[src/hw/rtl/stt_pkg.sv]
`default_nettype none

package stt_pkg;

    // Default widths of the position counters.
    localparam int LINE_BITS_DEF     = 20;
    localparam int COLUMN_BITS_DEF   = 16;
    localparam int OFFSET_BITS_DEF   = 24;
    localparam int KEYWORD_CHARS_DEF = 6;

    // Fixed field widths.
    localparam int CFG_W    = 20;
    localparam int CHAR_W   = 8;
    localparam int KIND_W   = 5;
    localparam int STATUS_W = 2;
    localparam int LEN_W    = 8;
    localparam int TUSER_W  = KIND_W + STATUS_W;

    // Longest keyword; keyword compare looks at this many buffered characters.
    localparam int KW_MATCH_CHARS = 6;

    // Results of one character that wait between scanner and output stage.
    localparam int QUEUE_DEPTH = 4;

    localparam logic [CFG_W-1:0] FIRST_LINE_RST = CFG_W'(1);

    typedef enum logic [3:0] {
        MODE_IDLE,
        MODE_IDENT,
        MODE_NUMBER,
        MODE_STRING,
        MODE_EQ,
        MODE_BANG,
        MODE_SLASH,
        MODE_COMMENT,
        MODE_DISCARD
    } t_scan_mode;

    // Token kinds.
    localparam logic [KIND_W-1:0] KIND_EOF    = 5'd0;
    localparam logic [KIND_W-1:0] KIND_LPAREN = 5'd1;
    localparam logic [KIND_W-1:0] KIND_RPAREN = 5'd2;
    localparam logic [KIND_W-1:0] KIND_LBRACE = 5'd3;
    localparam logic [KIND_W-1:0] KIND_RBRACE = 5'd4;
    localparam logic [KIND_W-1:0] KIND_COMMA  = 5'd5;
    localparam logic [KIND_W-1:0] KIND_PLUS   = 5'd6;
    localparam logic [KIND_W-1:0] KIND_MINUS  = 5'd7;
    localparam logic [KIND_W-1:0] KIND_STAR   = 5'd8;
    localparam logic [KIND_W-1:0] KIND_SLASH  = 5'd9;
    localparam logic [KIND_W-1:0] KIND_ASSIGN = 5'd10;
    localparam logic [KIND_W-1:0] KIND_EQEQ   = 5'd11;
    localparam logic [KIND_W-1:0] KIND_NOTEQ  = 5'd12;
    localparam logic [KIND_W-1:0] KIND_LT     = 5'd13;
    localparam logic [KIND_W-1:0] KIND_GT     = 5'd14;
    localparam logic [KIND_W-1:0] KIND_DOT    = 5'd15;
    localparam logic [KIND_W-1:0] KIND_SEMI   = 5'd16;
    localparam logic [KIND_W-1:0] KIND_AMP    = 5'd17;
    localparam logic [KIND_W-1:0] KIND_PIPE   = 5'd18;
    localparam logic [KIND_W-1:0] KIND_BANG   = 5'd19;
    localparam logic [KIND_W-1:0] KIND_CARET  = 5'd20;
    localparam logic [KIND_W-1:0] KIND_PCT    = 5'd21;
    localparam logic [KIND_W-1:0] KIND_FUNC   = 5'd22;
    localparam logic [KIND_W-1:0] KIND_RETURN = 5'd23;
    localparam logic [KIND_W-1:0] KIND_TYPE   = 5'd24;
    localparam logic [KIND_W-1:0] KIND_STRING = 5'd25;
    localparam logic [KIND_W-1:0] KIND_IDENT  = 5'd26;
    localparam logic [KIND_W-1:0] KIND_NUMBER = 5'd27;
    localparam logic [KIND_W-1:0] KIND_COLON  = 5'd28;

    // Result status.
    localparam logic [STATUS_W-1:0] STAT_OK       = 2'd0;
    localparam logic [STATUS_W-1:0] STAT_UNTERM   = 2'd1;
    localparam logic [STATUS_W-1:0] STAT_BAD_CHAR = 2'd2;

    // Characters with a role of their own.
    localparam logic [CHAR_W-1:0] CH_SPACE   = 8'h20;
    localparam logic [CHAR_W-1:0] CH_NEWLINE = 8'h0A;
    localparam logic [CHAR_W-1:0] CH_SLASH   = 8'h2F;
    localparam logic [CHAR_W-1:0] CH_EQ      = 8'h3D;
    localparam logic [CHAR_W-1:0] CH_BANG    = 8'h21;
    localparam logic [CHAR_W-1:0] CH_QUOTE   = 8'h22;
    localparam logic [CHAR_W-1:0] CH_UNDER   = 8'h5F;

    function automatic logic [KIND_W-1:0] single_kind(input logic [CHAR_W-1:0] c);
        logic [KIND_W-1:0] k;
        case (c)
            8'h28:   k = KIND_LPAREN;
            8'h29:   k = KIND_RPAREN;
            8'h7B:   k = KIND_LBRACE;
            8'h7D:   k = KIND_RBRACE;
            8'h2C:   k = KIND_COMMA;
            8'h2B:   k = KIND_PLUS;
            8'h2D:   k = KIND_MINUS;
            8'h2A:   k = KIND_STAR;
            8'h3C:   k = KIND_LT;
            8'h3E:   k = KIND_GT;
            8'h2E:   k = KIND_DOT;
            8'h3B:   k = KIND_SEMI;
            8'h26:   k = KIND_AMP;
            8'h7C:   k = KIND_PIPE;
            8'h5E:   k = KIND_CARET;
            8'h25:   k = KIND_PCT;
            8'h3A:   k = KIND_COLON;
            default: k = KIND_EOF;
        endcase
        return k;
    endfunction

    function automatic logic is_digit(input logic [CHAR_W-1:0] c);
        return (c >= 8'h30) && (c <= 8'h39);
    endfunction

    function automatic logic is_alpha(input logic [CHAR_W-1:0] c);
        return ((c >= 8'h61) && (c <= 8'h7A)) || ((c >= 8'h41) && (c <= 8'h5A));
    endfunction

    // Word holds the first buffered character in its top byte.
    function automatic logic [KIND_W-1:0] ident_kind(
        input logic [8*KW_MATCH_CHARS-1:0] w,
        input logic [LEN_W-1:0]            len,
        input logic                        ovf
    );
        logic [KIND_W-1:0] k;
        k = KIND_IDENT;
        if (!ovf) begin
            if (len == 8'd4 && w[47:16] == "func") begin
                k = KIND_FUNC;
            end else if ((len == 8'd3 && w[47:24] == "int")
                      || (len == 8'd6 && w == "string")
                      || (len == 8'd4 && w[47:16] == "bool")) begin
                k = KIND_TYPE;
            end else if (len == 8'd6 && w == "return") begin
                k = KIND_RETURN;
            end
        end
        return k;
    endfunction

endpackage

`default_nettype wire

[src/hw/rtl/stt_front.sv]
`default_nettype none

module stt_front #(
    parameter int LINE_BITS     = stt_pkg::LINE_BITS_DEF,
    parameter int COLUMN_BITS   = stt_pkg::COLUMN_BITS_DEF,
    parameter int OFFSET_BITS   = stt_pkg::OFFSET_BITS_DEF,
    parameter int KEYWORD_CHARS = stt_pkg::KEYWORD_CHARS_DEF,
    parameter int RES_W         = stt_pkg::TUSER_W + LINE_BITS + COLUMN_BITS
                                  + OFFSET_BITS + 2 * stt_pkg::LEN_W
) (
    input  wire logic                        i_clk,
    input  wire logic                        i_rst_n,
    input  wire logic                        i_cfg_we,
    input  wire logic [stt_pkg::CFG_W-1:0]   i_cfg_wdata,
    input  wire logic                        i_valid,
    output logic                             o_ready,
    input  wire logic [stt_pkg::CHAR_W-1:0]  i_ch,
    input  wire logic                        i_eot,
    output logic                             o_push,
    output logic [2*RES_W:0]                 o_entry,
    input  wire logic                        i_q_full
);

    localparam logic [LINE_BITS-1:0]   LINE_MAX = {LINE_BITS{1'b1}};
    localparam logic [COLUMN_BITS-1:0] COL_MAX  = {COLUMN_BITS{1'b1}};
    localparam logic [OFFSET_BITS-1:0] OFF_MAX  = {OFFSET_BITS{1'b1}};
    localparam logic [stt_pkg::LEN_W-1:0] LEN_MAX = {stt_pkg::LEN_W{1'b1}};

    logic [stt_pkg::CFG_W-1:0]   r_first_line;
    stt_pkg::t_scan_mode         r_mode, n_mode;
    logic [LINE_BITS-1:0]        r_line, n_line, line_eff, cfg_line;
    logic [COLUMN_BITS-1:0]      r_col, n_col, r_tok_col, n_tok_col;
    logic [OFFSET_BITS-1:0]      r_off, n_off, r_tok_off, n_tok_off, off_inc;
    logic [stt_pkg::LEN_W-1:0]   r_len, n_len, len_inc;
    logic                        r_ovf, n_ovf;
    logic [stt_pkg::CHAR_W-1:0]  r_kw [KEYWORD_CHARS];
    logic                        kw_wr;
    logic [stt_pkg::LEN_W-1:0]   kw_sel;
    logic [8*stt_pkg::KW_MATCH_CHARS-1:0] kw_word;
    logic [stt_pkg::KIND_W-1:0]  id_kind;
    logic                        accept, handled, newline, a_vld, b_vld, ident_ch;
    logic [RES_W-1:0]            res_a, res_b;

    function automatic logic [RES_W-1:0] mk(
        input logic [stt_pkg::KIND_W-1:0]   kind,
        input logic [stt_pkg::STATUS_W-1:0] status,
        input logic [LINE_BITS-1:0]         line,
        input logic [COLUMN_BITS-1:0]       col,
        input logic [OFFSET_BITS-1:0]       off,
        input logic [stt_pkg::LEN_W-1:0]    len,
        input logic [stt_pkg::CHAR_W-1:0]   bad
    );
        return {bad, len, off, col, line, status, kind};
    endfunction

    assign accept   = i_valid && o_ready;
    assign o_ready  = !i_q_full;
    assign cfg_line = LINE_BITS'(r_first_line);
    // A fresh text takes its first line number from the register.
    assign line_eff = (r_off == '0 && r_mode == stt_pkg::MODE_IDLE) ? cfg_line : r_line;
    assign off_inc  = (r_off == OFF_MAX) ? r_off : r_off + OFFSET_BITS'(1);
    assign len_inc  = (r_len == LEN_MAX) ? r_len : r_len + stt_pkg::LEN_W'(1);
    assign ident_ch = stt_pkg::is_alpha(i_ch) || stt_pkg::is_digit(i_ch)
                      || i_ch == stt_pkg::CH_UNDER;

    always_comb begin
        for (int i = 0; i < stt_pkg::KW_MATCH_CHARS; i++) begin
            kw_word[8*(stt_pkg::KW_MATCH_CHARS-1-i) +: 8] = r_kw[i];
        end
    end

    assign id_kind = stt_pkg::ident_kind(kw_word, r_len, r_ovf);

    always_comb begin
        n_mode    = r_mode;
        n_line    = line_eff;
        n_col     = r_col;
        n_off     = r_off;
        n_tok_off = r_tok_off;
        n_tok_col = r_tok_col;
        n_len     = r_len;
        n_ovf     = r_ovf;
        kw_wr     = 1'b0;
        kw_sel    = r_len;
        handled   = 1'b0;
        newline   = 1'b0;
        a_vld     = 1'b0;
        b_vld     = 1'b0;
        res_a     = mk(id_kind, stt_pkg::STAT_OK, line_eff, r_tok_col, r_tok_off, r_len, '0);
        res_b     = mk(stt_pkg::KIND_EOF, stt_pkg::STAT_OK, line_eff, r_col, r_off, '0, '0);

        if (i_eot) begin
            b_vld = 1'b1;
            case (r_mode)
                stt_pkg::MODE_IDENT: begin
                    a_vld = 1'b1;
                end
                stt_pkg::MODE_NUMBER: begin
                    a_vld = 1'b1;
                    res_a = mk(stt_pkg::KIND_NUMBER, stt_pkg::STAT_OK, line_eff,
                               r_tok_col, r_tok_off, r_len, '0);
                end
                stt_pkg::MODE_EQ: begin
                    a_vld = 1'b1;
                    res_a = mk(stt_pkg::KIND_ASSIGN, stt_pkg::STAT_OK, line_eff,
                               r_tok_col, r_tok_off, 8'd1, '0);
                end
                stt_pkg::MODE_BANG: begin
                    a_vld = 1'b1;
                    res_a = mk(stt_pkg::KIND_BANG, stt_pkg::STAT_OK, line_eff,
                               r_tok_col, r_tok_off, 8'd1, '0);
                end
                stt_pkg::MODE_SLASH: begin
                    a_vld = 1'b1;
                    res_a = mk(stt_pkg::KIND_SLASH, stt_pkg::STAT_OK, line_eff,
                               r_tok_col, r_tok_off, 8'd1, '0);
                end
                stt_pkg::MODE_STRING: begin
                    a_vld = 1'b1;
                    b_vld = 1'b0;
                    res_a = mk(stt_pkg::KIND_EOF, stt_pkg::STAT_UNTERM, line_eff,
                               r_tok_col, r_tok_off, r_len, '0);
                end
                stt_pkg::MODE_DISCARD: begin
                    b_vld = 1'b0;
                end
                default: begin
                end
            endcase
            n_mode = stt_pkg::MODE_IDLE;
            n_col  = '0;
            n_off  = '0;
            n_len  = '0;
            n_ovf  = 1'b0;
            n_line = cfg_line;
        end else if (r_mode != stt_pkg::MODE_DISCARD) begin
            case (r_mode)
                stt_pkg::MODE_COMMENT: begin
                    if (i_ch != stt_pkg::CH_NEWLINE) begin
                        handled = 1'b1;
                    end else begin
                        n_mode = stt_pkg::MODE_IDLE;
                    end
                end
                stt_pkg::MODE_STRING: begin
                    handled = 1'b1;
                    if (i_ch == stt_pkg::CH_QUOTE) begin
                        a_vld  = 1'b1;
                        res_a  = mk(stt_pkg::KIND_STRING, stt_pkg::STAT_OK, line_eff,
                                    r_tok_col, r_tok_off, r_len, '0);
                        n_mode = stt_pkg::MODE_IDLE;
                    end else begin
                        n_len = len_inc;
                    end
                end
                stt_pkg::MODE_IDENT: begin
                    if (ident_ch) begin
                        if (r_len < stt_pkg::LEN_W'(KEYWORD_CHARS)) begin
                            kw_wr = 1'b1;
                        end else begin
                            n_ovf = 1'b1;
                        end
                        n_len   = len_inc;
                        handled = 1'b1;
                    end else begin
                        a_vld  = 1'b1;
                        n_mode = stt_pkg::MODE_IDLE;
                    end
                end
                stt_pkg::MODE_NUMBER: begin
                    if (stt_pkg::is_digit(i_ch)) begin
                        n_len   = len_inc;
                        handled = 1'b1;
                    end else begin
                        a_vld  = 1'b1;
                        res_a  = mk(stt_pkg::KIND_NUMBER, stt_pkg::STAT_OK, line_eff,
                                    r_tok_col, r_tok_off, r_len, '0);
                        n_mode = stt_pkg::MODE_IDLE;
                    end
                end
                stt_pkg::MODE_EQ, stt_pkg::MODE_BANG: begin
                    a_vld = 1'b1;
                    if (i_ch == stt_pkg::CH_EQ) begin
                        handled = 1'b1;
                        res_a = mk((r_mode == stt_pkg::MODE_EQ) ? stt_pkg::KIND_EQEQ
                                                                 : stt_pkg::KIND_NOTEQ,
                                   stt_pkg::STAT_OK, line_eff, r_tok_col, r_tok_off,
                                   8'd2, '0);
                    end else begin
                        res_a = mk((r_mode == stt_pkg::MODE_EQ) ? stt_pkg::KIND_ASSIGN
                                                                 : stt_pkg::KIND_BANG,
                                   stt_pkg::STAT_OK, line_eff, r_tok_col, r_tok_off,
                                   8'd1, '0);
                    end
                    n_mode = stt_pkg::MODE_IDLE;
                end
                stt_pkg::MODE_SLASH: begin
                    if (i_ch == stt_pkg::CH_SLASH) begin
                        n_mode  = stt_pkg::MODE_COMMENT;
                        handled = 1'b1;
                    end else begin
                        a_vld  = 1'b1;
                        res_a  = mk(stt_pkg::KIND_SLASH, stt_pkg::STAT_OK, line_eff,
                                    r_tok_col, r_tok_off, 8'd1, '0);
                        n_mode = stt_pkg::MODE_IDLE;
                    end
                end
                default: begin
                    n_mode = stt_pkg::MODE_IDLE;
                end
            endcase

            if (!handled) begin
                if (i_ch == stt_pkg::CH_SPACE) begin
                    n_mode = n_mode;
                end else if (i_ch == stt_pkg::CH_NEWLINE) begin
                    n_line  = (line_eff == LINE_MAX) ? line_eff
                                                      : line_eff + LINE_BITS'(1);
                    newline = 1'b1;
                end else if (stt_pkg::single_kind(i_ch) != stt_pkg::KIND_EOF) begin
                    b_vld = 1'b1;
                    res_b = mk(stt_pkg::single_kind(i_ch), stt_pkg::STAT_OK, line_eff,
                               r_col, r_off, 8'd1, '0);
                end else if (i_ch == stt_pkg::CH_QUOTE) begin
                    n_mode    = stt_pkg::MODE_STRING;
                    n_tok_off = off_inc;
                    n_tok_col = r_col;
                    n_len     = '0;
                end else if (i_ch == stt_pkg::CH_EQ || i_ch == stt_pkg::CH_BANG
                          || i_ch == stt_pkg::CH_SLASH || stt_pkg::is_digit(i_ch)
                          || stt_pkg::is_alpha(i_ch)) begin
                    n_tok_off = r_off;
                    n_tok_col = r_col;
                    n_len     = 8'd1;
                    if (i_ch == stt_pkg::CH_EQ) begin
                        n_mode = stt_pkg::MODE_EQ;
                    end else if (i_ch == stt_pkg::CH_BANG) begin
                        n_mode = stt_pkg::MODE_BANG;
                    end else if (i_ch == stt_pkg::CH_SLASH) begin
                        n_mode = stt_pkg::MODE_SLASH;
                    end else if (stt_pkg::is_digit(i_ch)) begin
                        n_mode = stt_pkg::MODE_NUMBER;
                    end else begin
                        n_mode = stt_pkg::MODE_IDENT;
                        kw_wr  = 1'b1;
                        kw_sel = '0;
                        n_ovf  = 1'b0;
                    end
                end else begin
                    b_vld  = 1'b1;
                    res_b  = mk(stt_pkg::KIND_EOF, stt_pkg::STAT_BAD_CHAR, line_eff,
                                r_col, r_off, 8'd1, i_ch);
                    n_mode = stt_pkg::MODE_DISCARD;
                end
            end

            n_off = off_inc;
            n_col = newline ? '0 : ((r_col == COL_MAX) ? r_col : r_col + COLUMN_BITS'(1));
        end
    end

    // Pack the results of this character: the first one always sits in the low slot.
    assign o_push  = accept && (a_vld || b_vld);
    assign o_entry = {res_b, (a_vld ? res_a : res_b), (a_vld && b_vld)};

    always_ff @(posedge i_clk) begin
        if (!i_rst_n) begin
            r_first_line <= stt_pkg::FIRST_LINE_RST;
            r_mode       <= stt_pkg::MODE_IDLE;
            r_line       <= LINE_BITS'(stt_pkg::FIRST_LINE_RST);
            r_col        <= '0;
            r_off        <= '0;
            r_tok_off    <= '0;
            r_tok_col    <= '0;
            r_len        <= '0;
            r_ovf        <= 1'b0;
        end else begin
            if (i_cfg_we) begin
                r_first_line <= i_cfg_wdata;
            end
            if (accept) begin
                r_mode    <= n_mode;
                r_line    <= n_line;
                r_col     <= n_col;
                r_off     <= n_off;
                r_tok_off <= n_tok_off;
                r_tok_col <= n_tok_col;
                r_len     <= n_len;
                r_ovf     <= n_ovf;
            end
        end
    end

    always_ff @(posedge i_clk) begin
        for (int i = 0; i < KEYWORD_CHARS; i++) begin
            if (accept && kw_wr && kw_sel == stt_pkg::LEN_W'(i)) begin
                r_kw[i] <= i_ch;
            end
        end
    end

endmodule

`default_nettype wire

[src/hw/rtl/stt_queue.sv]
`default_nettype none

module stt_queue #(
    parameter int WIDTH = 8,
    parameter int DEPTH = stt_pkg::QUEUE_DEPTH
) (
    input  wire logic             i_clk,
    input  wire logic             i_rst_n,
    input  wire logic             i_push,
    input  wire logic [WIDTH-1:0] i_data,
    output logic                  o_full,
    input  wire logic             i_pop,
    output logic                  o_valid,
    output logic [WIDTH-1:0]      o_data
);

    localparam int PTR_W = (DEPTH > 1) ? $clog2(DEPTH) : 1;
    localparam int CNT_W = $clog2(DEPTH + 1);
    localparam logic [PTR_W-1:0] PTR_LAST = PTR_W'(DEPTH - 1);

    logic [WIDTH-1:0] r_mem [DEPTH];
    logic [PTR_W-1:0] r_wr, r_rd;
    logic [CNT_W-1:0] r_cnt;
    logic             do_push, do_pop;

    assign o_full  = (r_cnt == CNT_W'(DEPTH));
    assign o_valid = (r_cnt != '0);
    assign o_data  = r_mem[r_rd];
    assign do_push = i_push && !o_full;
    assign do_pop  = i_pop && o_valid;

    always_ff @(posedge i_clk) begin
        if (!i_rst_n) begin
            r_wr  <= '0;
            r_rd  <= '0;
            r_cnt <= '0;
        end else begin
            if (do_push) begin
                r_wr <= (r_wr == PTR_LAST) ? '0 : r_wr + PTR_W'(1);
            end
            if (do_pop) begin
                r_rd <= (r_rd == PTR_LAST) ? '0 : r_rd + PTR_W'(1);
            end
            if (do_push && !do_pop) begin
                r_cnt <= r_cnt + CNT_W'(1);
            end else if (do_pop && !do_push) begin
                r_cnt <= r_cnt - CNT_W'(1);
            end
        end
    end

    always_ff @(posedge i_clk) begin
        if (do_push) begin
            r_mem[r_wr] <= i_data;
        end
    end

endmodule

`default_nettype wire

[src/hw/rtl/stt_back.sv]
`default_nettype none

module stt_back #(
    parameter int RES_W  = 84,
    parameter int DATA_W = 80
) (
    input  wire logic                          i_clk,
    input  wire logic                          i_rst_n,
    input  wire logic                          i_q_valid,
    input  wire logic [2*RES_W:0]              i_q_data,
    output logic                               o_pop,
    output logic                               o_valid,
    input  wire logic                          i_ready,
    output logic [DATA_W-1:0]                  o_data,
    output logic [stt_pkg::TUSER_W-1:0]        o_user,
    output logic                               o_last
);

    logic             r_valid, r_last, r_pend;
    logic [RES_W-1:0] r_res, r_pend_res;
    logic             load;

    // Output register free or draining this cycle.
    assign load  = !r_valid || i_ready;
    assign o_pop = load && !r_pend && i_q_valid;

    always_ff @(posedge i_clk) begin
        if (!i_rst_n) begin
            r_valid <= 1'b0;
            r_pend  <= 1'b0;
        end else if (load) begin
            if (r_pend) begin
                r_valid <= 1'b1;
                r_pend  <= 1'b0;
            end else if (i_q_valid) begin
                r_valid <= 1'b1;
                r_pend  <= i_q_data[0];
            end else begin
                r_valid <= 1'b0;
            end
        end
    end

    always_ff @(posedge i_clk) begin
        if (load) begin
            if (r_pend) begin
                r_res  <= r_pend_res;
                r_last <= 1'b1;
            end else if (i_q_valid) begin
                r_res      <= i_q_data[RES_W:1];
                r_last     <= !i_q_data[0];
                r_pend_res <= i_q_data[2*RES_W:RES_W+1];
            end
        end
    end

    assign o_valid = r_valid;
    assign o_last  = r_last;
    assign o_user  = r_res[stt_pkg::TUSER_W-1:0];
    assign o_data  = DATA_W'(r_res[RES_W-1:stt_pkg::TUSER_W]);

`ifndef SYNTHESIS
    a_pend_needs_shown: assert property (@(posedge i_clk) disable iff (!i_rst_n)
        r_pend |-> r_valid)
        else $error("second result held without a first one on the output");

    a_not_last_has_next: assert property (@(posedge i_clk) disable iff (!i_rst_n)
        (r_valid && !r_last) |-> r_pend)
        else $error("non-last result shown with no follow-up held");

    a_follow_up_next: assert property (@(posedge i_clk) disable iff (!i_rst_n)
        (r_valid && i_ready && !r_last) |=> (r_valid && r_last))
        else $error("follow-up result did not appear right after its first one");
`endif

endmodule

`default_nettype wire

[src/hw/rtl/source_text_tokenizer.sv]
// Streaming tokenizer: one source byte per request on s_axis, tokens out on m_axis.
// A request with s_axis_tlast set closes the text (its byte is ignored) and yields the
// pending token and an end-of-text token. Tokens carry line, start column, byte offset
// and length; an unknown byte or a string still open at end of text gives one error
// token, and bytes up to the end of text are then dropped, with no end-of-text token.
// The scanner takes one byte every cycle while its four-entry result queue has room;
// a byte that closes one token and starts a one-byte operator (for example "a+") gives
// two tokens, and the output register sends one token a cycle while m_axis_tready is
// high, so bytes with two tokens can fill the queue. Tokens pass through the result
// queue and the output register. i_cfg_we loads the first line number used for every
// following text; write it only between texts. Reset is synchronous, active low.
`default_nettype none

module source_text_tokenizer #(
    parameter int LINE_BITS     = stt_pkg::LINE_BITS_DEF,
    parameter int COLUMN_BITS   = stt_pkg::COLUMN_BITS_DEF,
    parameter int OFFSET_BITS   = stt_pkg::OFFSET_BITS_DEF,
    parameter int KEYWORD_CHARS = stt_pkg::KEYWORD_CHARS_DEF,
    parameter int DATA_W        = ((LINE_BITS + COLUMN_BITS + OFFSET_BITS
                                    + 2 * stt_pkg::LEN_W + 7) / 8) * 8
) (
    input  wire logic                        i_clk,
    input  wire logic                        i_rst_n,
    input  wire logic                        i_cfg_we,
    input  wire logic [stt_pkg::CFG_W-1:0]   i_cfg_wdata,
    input  wire logic                        s_axis_tvalid,
    output logic                             s_axis_tready,
    input  wire logic [stt_pkg::CHAR_W-1:0]  s_axis_tdata,   // ch
    input  wire logic                        s_axis_tlast,   // end_of_text
    output logic                             m_axis_tvalid,
    input  wire logic                        m_axis_tready,
    output logic [DATA_W-1:0]                m_axis_tdata,   // line, column, value_offset,
                                                             // value_length, bad_char
    output logic [stt_pkg::TUSER_W-1:0]      m_axis_tuser,   // kind, status
    output logic                             m_axis_tlast    // last
);

    // One result: {bad_char, length, offset, column, line, status, kind}.
    localparam int RES_W = stt_pkg::TUSER_W + LINE_BITS + COLUMN_BITS + OFFSET_BITS
                           + 2 * stt_pkg::LEN_W;

    logic               q_push, q_full, q_valid, q_pop;
    logic [2*RES_W:0]   q_in, q_out;

    // Front: classify each byte and track position; push the tokens it closes.
    stt_front #(
        .LINE_BITS     (LINE_BITS),
        .COLUMN_BITS   (COLUMN_BITS),
        .OFFSET_BITS   (OFFSET_BITS),
        .KEYWORD_CHARS (KEYWORD_CHARS),
        .RES_W         (RES_W)
    ) u_front (
        .i_clk       (i_clk),
        .i_rst_n     (i_rst_n),
        .i_cfg_we    (i_cfg_we),
        .i_cfg_wdata (i_cfg_wdata),
        .i_valid     (s_axis_tvalid),
        .o_ready     (s_axis_tready),
        .i_ch        (s_axis_tdata),
        .i_eot       (s_axis_tlast),
        .o_push      (q_push),
        .o_entry     (q_in),
        .i_q_full    (q_full)
    );

    // Queue of per-byte result groups (one or two tokens each).
    stt_queue #(
        .WIDTH (2 * RES_W + 1),
        .DEPTH (stt_pkg::QUEUE_DEPTH)
    ) u_queue (
        .i_clk   (i_clk),
        .i_rst_n (i_rst_n),
        .i_push  (q_push),
        .i_data  (q_in),
        .o_full  (q_full),
        .i_pop   (q_pop),
        .o_valid (q_valid),
        .o_data  (q_out)
    );

    // Back: send each group one token at a time, tlast on its final token.
    stt_back #(
        .RES_W  (RES_W),
        .DATA_W (DATA_W)
    ) u_back (
        .i_clk     (i_clk),
        .i_rst_n   (i_rst_n),
        .i_q_valid (q_valid),
        .i_q_data  (q_out),
        .o_pop     (q_pop),
        .o_valid   (m_axis_tvalid),
        .i_ready   (m_axis_tready),
        .o_data    (m_axis_tdata),
        .o_user    (m_axis_tuser),
        .o_last    (m_axis_tlast)
    );

endmodule

`default_nettype wire

[config.mk]
export PLATFORM = sky130hd
export DESIGN_NAME = source_text_tokenizer
export DESIGN_NICKNAME = d
export VERILOG_FILES = /design/src/hw/rtl/stt_pkg.sv /design/src/hw/rtl/stt_front.sv /design/src/hw/rtl/stt_queue.sv /design/src/hw/rtl/stt_back.sv /design/src/hw/rtl/source_text_tokenizer.sv
export SDC_FILE = /design/constraint.sdc
export NUM_CORES = 1
export LEC_CHECK = 0
export BUFFER_PORTS_ARGS = -buffer_cell sky130_fd_sc_hd__buf_2
export CORE_UTILIZATION = 30
export DETAILED_ROUTE_END_ITERATION = 6
export SLEW_MARGIN = 20
export SYNTH_ARGS = -nofsm -noshare
export SYNTH_HDL_FRONTEND = slang
export SYNTH_SLANG_ARGS = --single-unit
[constraint.sdc]
create_clock -name i_clk -period 22 [get_ports i_clk]
set_input_delay 1.1 -clock i_clk [delete_from_list [all_inputs] [get_ports i_clk]]
set_output_delay 1.1 -clock i_clk [all_outputs]
set_load 0.02 [all_outputs]
# Word-level counts from Yosys, hierarchy flattened
# Memory sizes are Yosys's and may differ from the RTL's. A register that Yosys moved wholly into a read port is not among the register bits.
# Cells that the tools add are included.
# totals
regBits,309
ramBits,716
inputBits,34
word_cells,351
n_memories,2
# memory_table
memory,words,word_bits,rd,rd_clocked_by_memory_dff,wr,line,source
u_queue.r_mem,4,167,1,1,1,stt_queue.sv:21,logic [WIDTH-1:0] r_mem [DEPTH];
u_front.r_kw,6,8,6,0,1,stt_front.sv:36,logic [stt_pkg::CHAR_W-1:0] r_kw [KEYWORD_CHARS];
# op_classes
add_sub_neg,8
order_cmp,7
eq_ne,55
muxes,192
bitwise_logic,6
reduce_logical,64
# op_table
cell,n
two-way mux 83 bit,13
one-hot mux 75 bit (5 select lines),1
one-hot mux 75 bit (4 select lines),1
two-way mux 8 bit,29
"equality test 8 x 6 -> 1 bit, second input constant",18
two-way mux 20 bit,7
two-way mux 24 bit,5
"equality test 48 x 47 -> 1 bit, second input constant",2
two-way mux 16 bit,6
one-hot mux 5 bit (17 select lines),1
two-way mux 1 bit,82
two-way mux 75 bit,1
two-way mux 69 bit,1
"equality test 32 x 31 -> 1 bit, second input constant",2
two-way mux 4 bit,16
two-way mux 5 bit,11
"equality test 8 x 7 -> 1 bit, second input constant",5
OR reduction 8 bit,5
"equality test 8 x 3 -> 1 bit, second input constant",4
two-way mux 3 bit,9
logical AND 1 bit,25
"adder 24 x 1 -> 24 bit, second input constant",1
"equality test 24 x 23 -> 1 bit, second input constant",1
"equality test 24 bit, second input constant",1
45 further kinds,85

# Depth between registers and ports, before layout
# logic_depth
word_depth,29
ltp_mapped,18

# Cells and area by module
# A second synthesis with hierarchy kept.
# hier_totals
cells_unflattened,2633
hier_area_um2,42528.3
# modules_own_cells
mod,n_inst,cells_per_inst,area_per_inst_um2
stt_queue,1,924,24584.8
stt_front,1,1432,11731.3
stt_back,1,277,6212.2

# Least setup slack after synthesis
# OpenSTA, ideal clock, no wires.
# synth_path
path_kind,input -> register
start,input port m_axis_tready
end,register u_queue.r_cnt[2]
arrival_ps,8233
setup_slack_ps,13694
stages,9
cell_sequence,nor2b_1 -> nor3_1 -> inv_1 -> ha_1 -> inv_1 -> fa_1 -> xor2_1 -> or3_1 -> a21oi_1
# synth_between
elab_chain_cells,7
word_cells_on_any_way,9
# synth_rtl
element,line,source
"start, declared",source_text_tokenizer.sv:31,"input wire logic m_axis_tready,"
logical OR 1 bit *,stt_back.sv:24,assign load = !r_valid || i_ready;
logical AND 1 bit * (2 in a row),stt_back.sv:25,assign o_pop = load && !r_pend && i_q_valid;
net q_pop,source_text_tokenizer.sv:42,"logic q_push, q_full, q_valid, q_pop;"
logical AND 1 bit *,stt_queue.sv:30,assign do_pop = i_pop && o_valid;
zero test 1 bit,stt_queue.sv:44,if (do_push && !do_pop) begin
logical AND 1 bit,stt_queue.sv:44,
two-way mux 3 bit / nonzero test 2 bit (equally long branches),-,
"end signal, assigned",stt_queue.sv:45,r_cnt <= r_cnt + CNT_W'(1);
"end signal, assigned",stt_queue.sv:47,r_cnt <= r_cnt - CNT_W'(1);
"end, declared",stt_queue.sv:23,logic [CNT_W-1:0] r_cnt;
# The timed path passes the listed nets; every way through them passes the cells marked *.
# A chain may end at the register's enable or synchronous reset.

# Final worst setup path
# layout_path
start,input port s_axis_tdata[1] (netlist name)
end,"memory u_queue.r_mem[2][83] (netlist name), enable pin"
# layout_between
elab_chain_cells,19
word_cells_on_any_way,76
# layout_rtl
element,line,source
"start, declared",source_text_tokenizer.sv:28,"input wire logic [stt_pkg::CHAR_W-1:0] s_axis_tdata,"
equality test 8 x 6 -> 1 bit / equality test 8 x 7 -> 1 bit (equally long branches),stt_pkg.sv:86,case (c)
one-hot mux 5 bit (17 select lines),stt_pkg.sv:86,
two-way mux 5 bit,stt_front.sv:216,end else if (i_ch == stt_pkg::CH_NEWLINE) begin
two-way mux 5 bit,stt_front.sv:214,if (i_ch == stt_pkg::CH_SPACE) begin
two-way mux 5 bit,stt_front.sv:213,if (!handled) begin
two-way mux 5 bit,stt_front.sv:136,end else if (r_mode != stt_pkg::MODE_DISCARD) begin
two-way mux 5 bit,stt_front.sv:92,if (i_eot) begin
nonzero test 5 bit,stt_front.sv:220,end else if (stt_pkg::single_kind(i_ch) != stt_pkg::KIND_EOF) begin
[4 not listed],-,
two-way mux 1 bit,stt_front.sv:136,
two-way mux 1 bit,stt_front.sv:92,
logical OR 1 bit *,stt_front.sv:263,assign o_push = accept && (a_vld || b_vld);
logical AND 1 bit *,stt_front.sv:263,
logical AND 1 bit *,stt_queue.sv:29,assign do_push = i_push && !o_full;
net u_queue.do_push,stt_queue.sv:24,"logic do_push, do_pop;"
two-way mux 1 bit *,stt_queue.sv:53,if (do_push) begin
two-way mux 1 bit (implied by the code) *,stt_queue.sv:54,r_mem[r_wr] <= i_data;
"end, declared",stt_queue.sv:21,
# The timed path passes the listed nets; every way through them passes the cells marked *. The select of a mux whose other input is x is not followed.

==> flow_metrics.env <==
export IMPL_dp_hpwl_um=56900
export IMPL_dr_first_iter_drc_count=2297
export IMPL_antenna_left=0
export IMPL_min_period_ns=5.95
export IMPL_die_h_um=357
export IMPL_sequentialPowerShare_pct=46.5
export IMPL_worst_pin_slew_ns=1.09
export IMPL_num_rows=129
export IMPL_p_int_mw=3.63
export IMPL_cp_slowest_cell="buf_4"
export IMPL_cts_tree="yes"
export IMPL_dp_cells=4115
export IMPL_worstPathMaxFanout=56
export IMPL_stdcell_count=4290
export IMPL_cts_buffer_depth=3
export IMPL_final_fill_count=11820
export IMPL_synthTopCellsByArea="edfxtp_1, mux4_2, dfxtp_1, mux2_2, nand2_1"
export IMPL_critical_path_top_delay_family="simple AND/OR/NAND/NOR gates"
export IMPL_status="complete, no violations"
export IMPL_core_mm2=0.124
export IMPL_drive_above_1_share_pct=23.0
export IMPL_port_buffers=119
export IMPL_finalSetupViolCount=0
export IMPL_grt_pass1_vias=21614
export IMPL_yosysSeqAreaShare_pct=68.1
export IMPL_ys_types=85
export IMPL_avgSynthCellArea_um2=15.3
export IMPL_worstSkewPairLatency_ns=0.68
export IMPL_swShare_pct=29.0
export IMPL_top_level_ports=124
export IMPL_crit_chain="buf_2 > nor4bb_1 > and2_1 > o32ai_1 > nor4_2 > nand3_1 > a31oi_2 > and2_4 > buf_4 > buf_4"
export IMPL_synth_area_mm2=0.0379
export IMPL_dieWidth_um=357
export IMPL_p_total_mw=5.10
export IMPL_slew_headroom_pct=26.4
export IMPL_post_drt_wl_per_cell_um=21.5
export IMPL_synth_top_area_share_pct=60.5
export IMPL_cts_sinks=907
export IMPL_crit_required_ns=22.30
export IMPL_final_max_slew_violation_count=0
export IMPL_cts_hold_buf=0
export IMPL_finalNetCount=2626
export IMPL_clock_skew_ns=0.0420
export IMPL_syn_inst=2480
export IMPL_ctsResizeCount=0
export IMPL_worstSetupPathType="in -> reg"
export IMPL_cap_violations=0
export IMPL_rsz0062_at_grt="false"
export IMPL_max_stage_delay_ns=0.77
export IMPL_switchingPower_mw=1.48
export IMPL_end_kind="flop"
export IMPL_arrival_ns=6.24
export IMPL_setup_tns_ns=0
export IMPL_power_frac_clock_pct=31.8
export IMPL_cts_htree_levels=3
export IMPL_fmax_mhz=168
export IMPL_areaGrowthSynthToFinish_pct=14.6
export IMPL_pwr_share_comb_pct=21.7
export IMPL_start_util_pct=30.4
export IMPL_grt_pass1_wl_um=139000
export IMPL_hold_viol=0
export IMPL_grt_max_degree=69
export IMPL_track_usage_pct=14.3
export IMPL_numCtsBuffers=94
export IMPL_dr_total_vias=21932
export IMPL_postCtsSetupBuffers=0
export IMPL_wirelength_um=92100
export IMPL_antenna_found_initial=3
export IMPL_synth_main_ff_cell="edfxtp_1"
export IMPL_clockRootBuffer="clkbuf_16"
export IMPL_cp_common_cell="buf_4"
export IMPL_start_kind="input port"
export IMPL_worst_path_buf_inv=3
export IMPL_hp_class="reg -> reg"
export IMPL_ir_worst_vdd_mv=0.0683
export IMPL_dieArea_mm2=0.128
export IMPL_leakage_nw=14.1
export IMPL_yosysTopAreaCell="edfxtp_1"
export IMPL_antennaDiodeCount=0
export IMPL_post_route_drc_count=0
export IMPL_synthArstFlopShare_pct=0
export IMPL_gr_total_overflow=0
export IMPL_synth_edf_count=763
export IMPL_final_util_pct=34.9
export IMPL_viasPerCell=5.11
export IMPL_p_per_area_mw_per_mm2=118
export IMPL_first_pass_iters=6
export IMPL_routabilityCongestion=0.866
export IMPL_cts_clk_slew_worst_paths_ns=0.06
export IMPL_ys_warn_count=0
export IMPL_ys_ff_latch=907
export IMPL_min_period_over_period_pct=27.0
metal layers:
metal	up-vias	part of all wire, %	global-route usage [%]
li1	9973	-	-
met1	11175	45	19.8
met2	640	47	23.1
met3	140	5.2	2.34
met4	4	2.2	3.91
met5	-	0.025	0
cells in the mapped netlist (10+ instances only):
cell and instances:
edfxtp_1 763, nand2_1 167, dfxtp_1 144, mux4_2 139, nor2_1 130, mux2_2 128
clkbuf_1 113, a21oi_1 99, o21ai_0 76, nand3_1 68, nor3_1 60, nor4_1 39
and3_1 34, and2_1 32, mux2i_1 30, nand4_1 30, inv_1 28, buf_1 26
xor2_1 22, a211oi_1 19, ha_1 17, nor2b_1 16, a31oi_1 15, buf_2 14
xnor2_1 13, nand2b_1 12, o211ai_1 12, or3_1 12, nand3b_1 11, or4_1 11
a211oi_2 10, nand4b_1 10
layout make-up:
type                       instances  area (um^2)  share of cell area (%)
multi-input combinational       1387        11400                    26.2
sequential                       907        25800                    59.5
inverter                          28          108                   0.248
clock inverter                    50          571                    1.31
clock buffer                     125         2610                    6.02
timing repair buffer             156          873                    2.01
tap                             1637         2050                    4.72
worst paths after layout:
check | slack [ns] | cells past startpoint | endpoint | startpoint
max | 16.05 | 10 | u_queue.r_mem[2][83] | s_axis_tdata[1]
min | 0.45 | 2 | u_front.r_tok_off[14] | u_front.r_tok_off[14]
max reg2reg | 16.63 | 8 | u_queue.r_mem[2][83] | u_front.r_mode[2]
min reg2reg | 0.45 | 2 | u_front.r_tok_off[14] | u_front.r_tok_off[14]
power by group through the flow:
stage / logic [mW] / registers, mW / clock network, mW
2_1_floorplan: 0.679 / 2.46 / 0
3_3_place_gp: 1.14 / 2.42 / 0
3_5_place_dp: 1.13 / 2.42 / 0
4_1_cts: 1.14 / 2.39 / 1.65
5_1_grt: 1.20 / 2.41 / 1.72
6_report: 1.11 / 2.37 / 1.62
worst reg2reg max path, cell delays in order, from the launching register on:
cell and delay (ns):
dfxtp_1 0.76, nand4bb_1 0.61, nand3_1 0.24, nor4_2 0.47, nand3_1 0.29, a31oi_2 0.43, and2_4 0.65, buf_4 0.68
buf_4 0.83
cell families after synthesis:
| group | after synthesis | share of synthesized area [%] |
|---|---|---|
| DFF | 907 | 68.1 |
| and+or+nand+nor | 697 | 9.75 |
| AOI/OAI and AO/OA | 336 | 5.85 |
| muxes | 297 | 12.9 |
| buffers and inverters | 189 | 1.99 |
| xor gates and xnor gates | 35 | 0.809 |
| adders and majority gates | 18 | 0.615 |
| other | 1 | 0.00990 |
metrics by stage:
step | cell area, um^2 | worst slack (ns) | hold WS (ns)
floorplan | 37900 | 13.69 | 0.429
global placement | 40200 | 15.42 | 0.439
detailed placement | 40200 | 15.33 | 0.444
CTS | 43400 | 16.04 | 0.452
global route | 43400 | 15.61 | 0.470
finish | 43400 | 16.05 | 0.450
cells in the final DEF, fill, tap and decap left out, types with 12 or more instances in the layout:
| cell type | n |
|---|---|
| inv_1 | 27 |
| o21ai_0 | 76 |
| and3_1 | 34 |
| and2_1 | 28 |
| nor2b_1 | 16 |
| o211ai_1 | 12 |
| mux2_2 | 128 |
| clkbuf_16 | 98 |
| clkinv_2 | 13 |
| a211oi_1 | 19 |
| or3_1 | 12 |
| buf_4 | 37 |
| nor3_1 | 56 |
| xor2_1 | 22 |
| nand2_1 | 167 |
| dfxtp_1 | 141 |
| ha_1 | 17 |
| buf_2 | 119 |
| mux2i_1 | 30 |
| a21oi_1 | 98 |
| mux4_2 | 139 |
| clkinv_1 | 17 |
| nor2_1 | 128 |
| nor4_1 | 39 |
| clkbuf_1 | 21 |
| edfxtp_1 | 763 |
| xnor2_1 | 13 |
| a31oi_1 | 15 |
| nand2b_1 | 12 |
| nand4_1 | 30 |
| nand3_1 | 68 |
state kept, by name, summed over array words and instances (netlist names), 4 cells and up, named ones only:
signal	cells
u_front.r_len	8
u_front.r_col	16
u_front.r_tok_col	16
u_front.r_line	20
u_front.cfg_line	20
u_front.r_tok_off	24
u_front.r_kw	48
u_front.r_mode	4
u_back.r_res	83
u_back.r_pend_res	75
u_queue.r_mem	556
u_front.r_off	24
(Power assumes the default switching activity.)
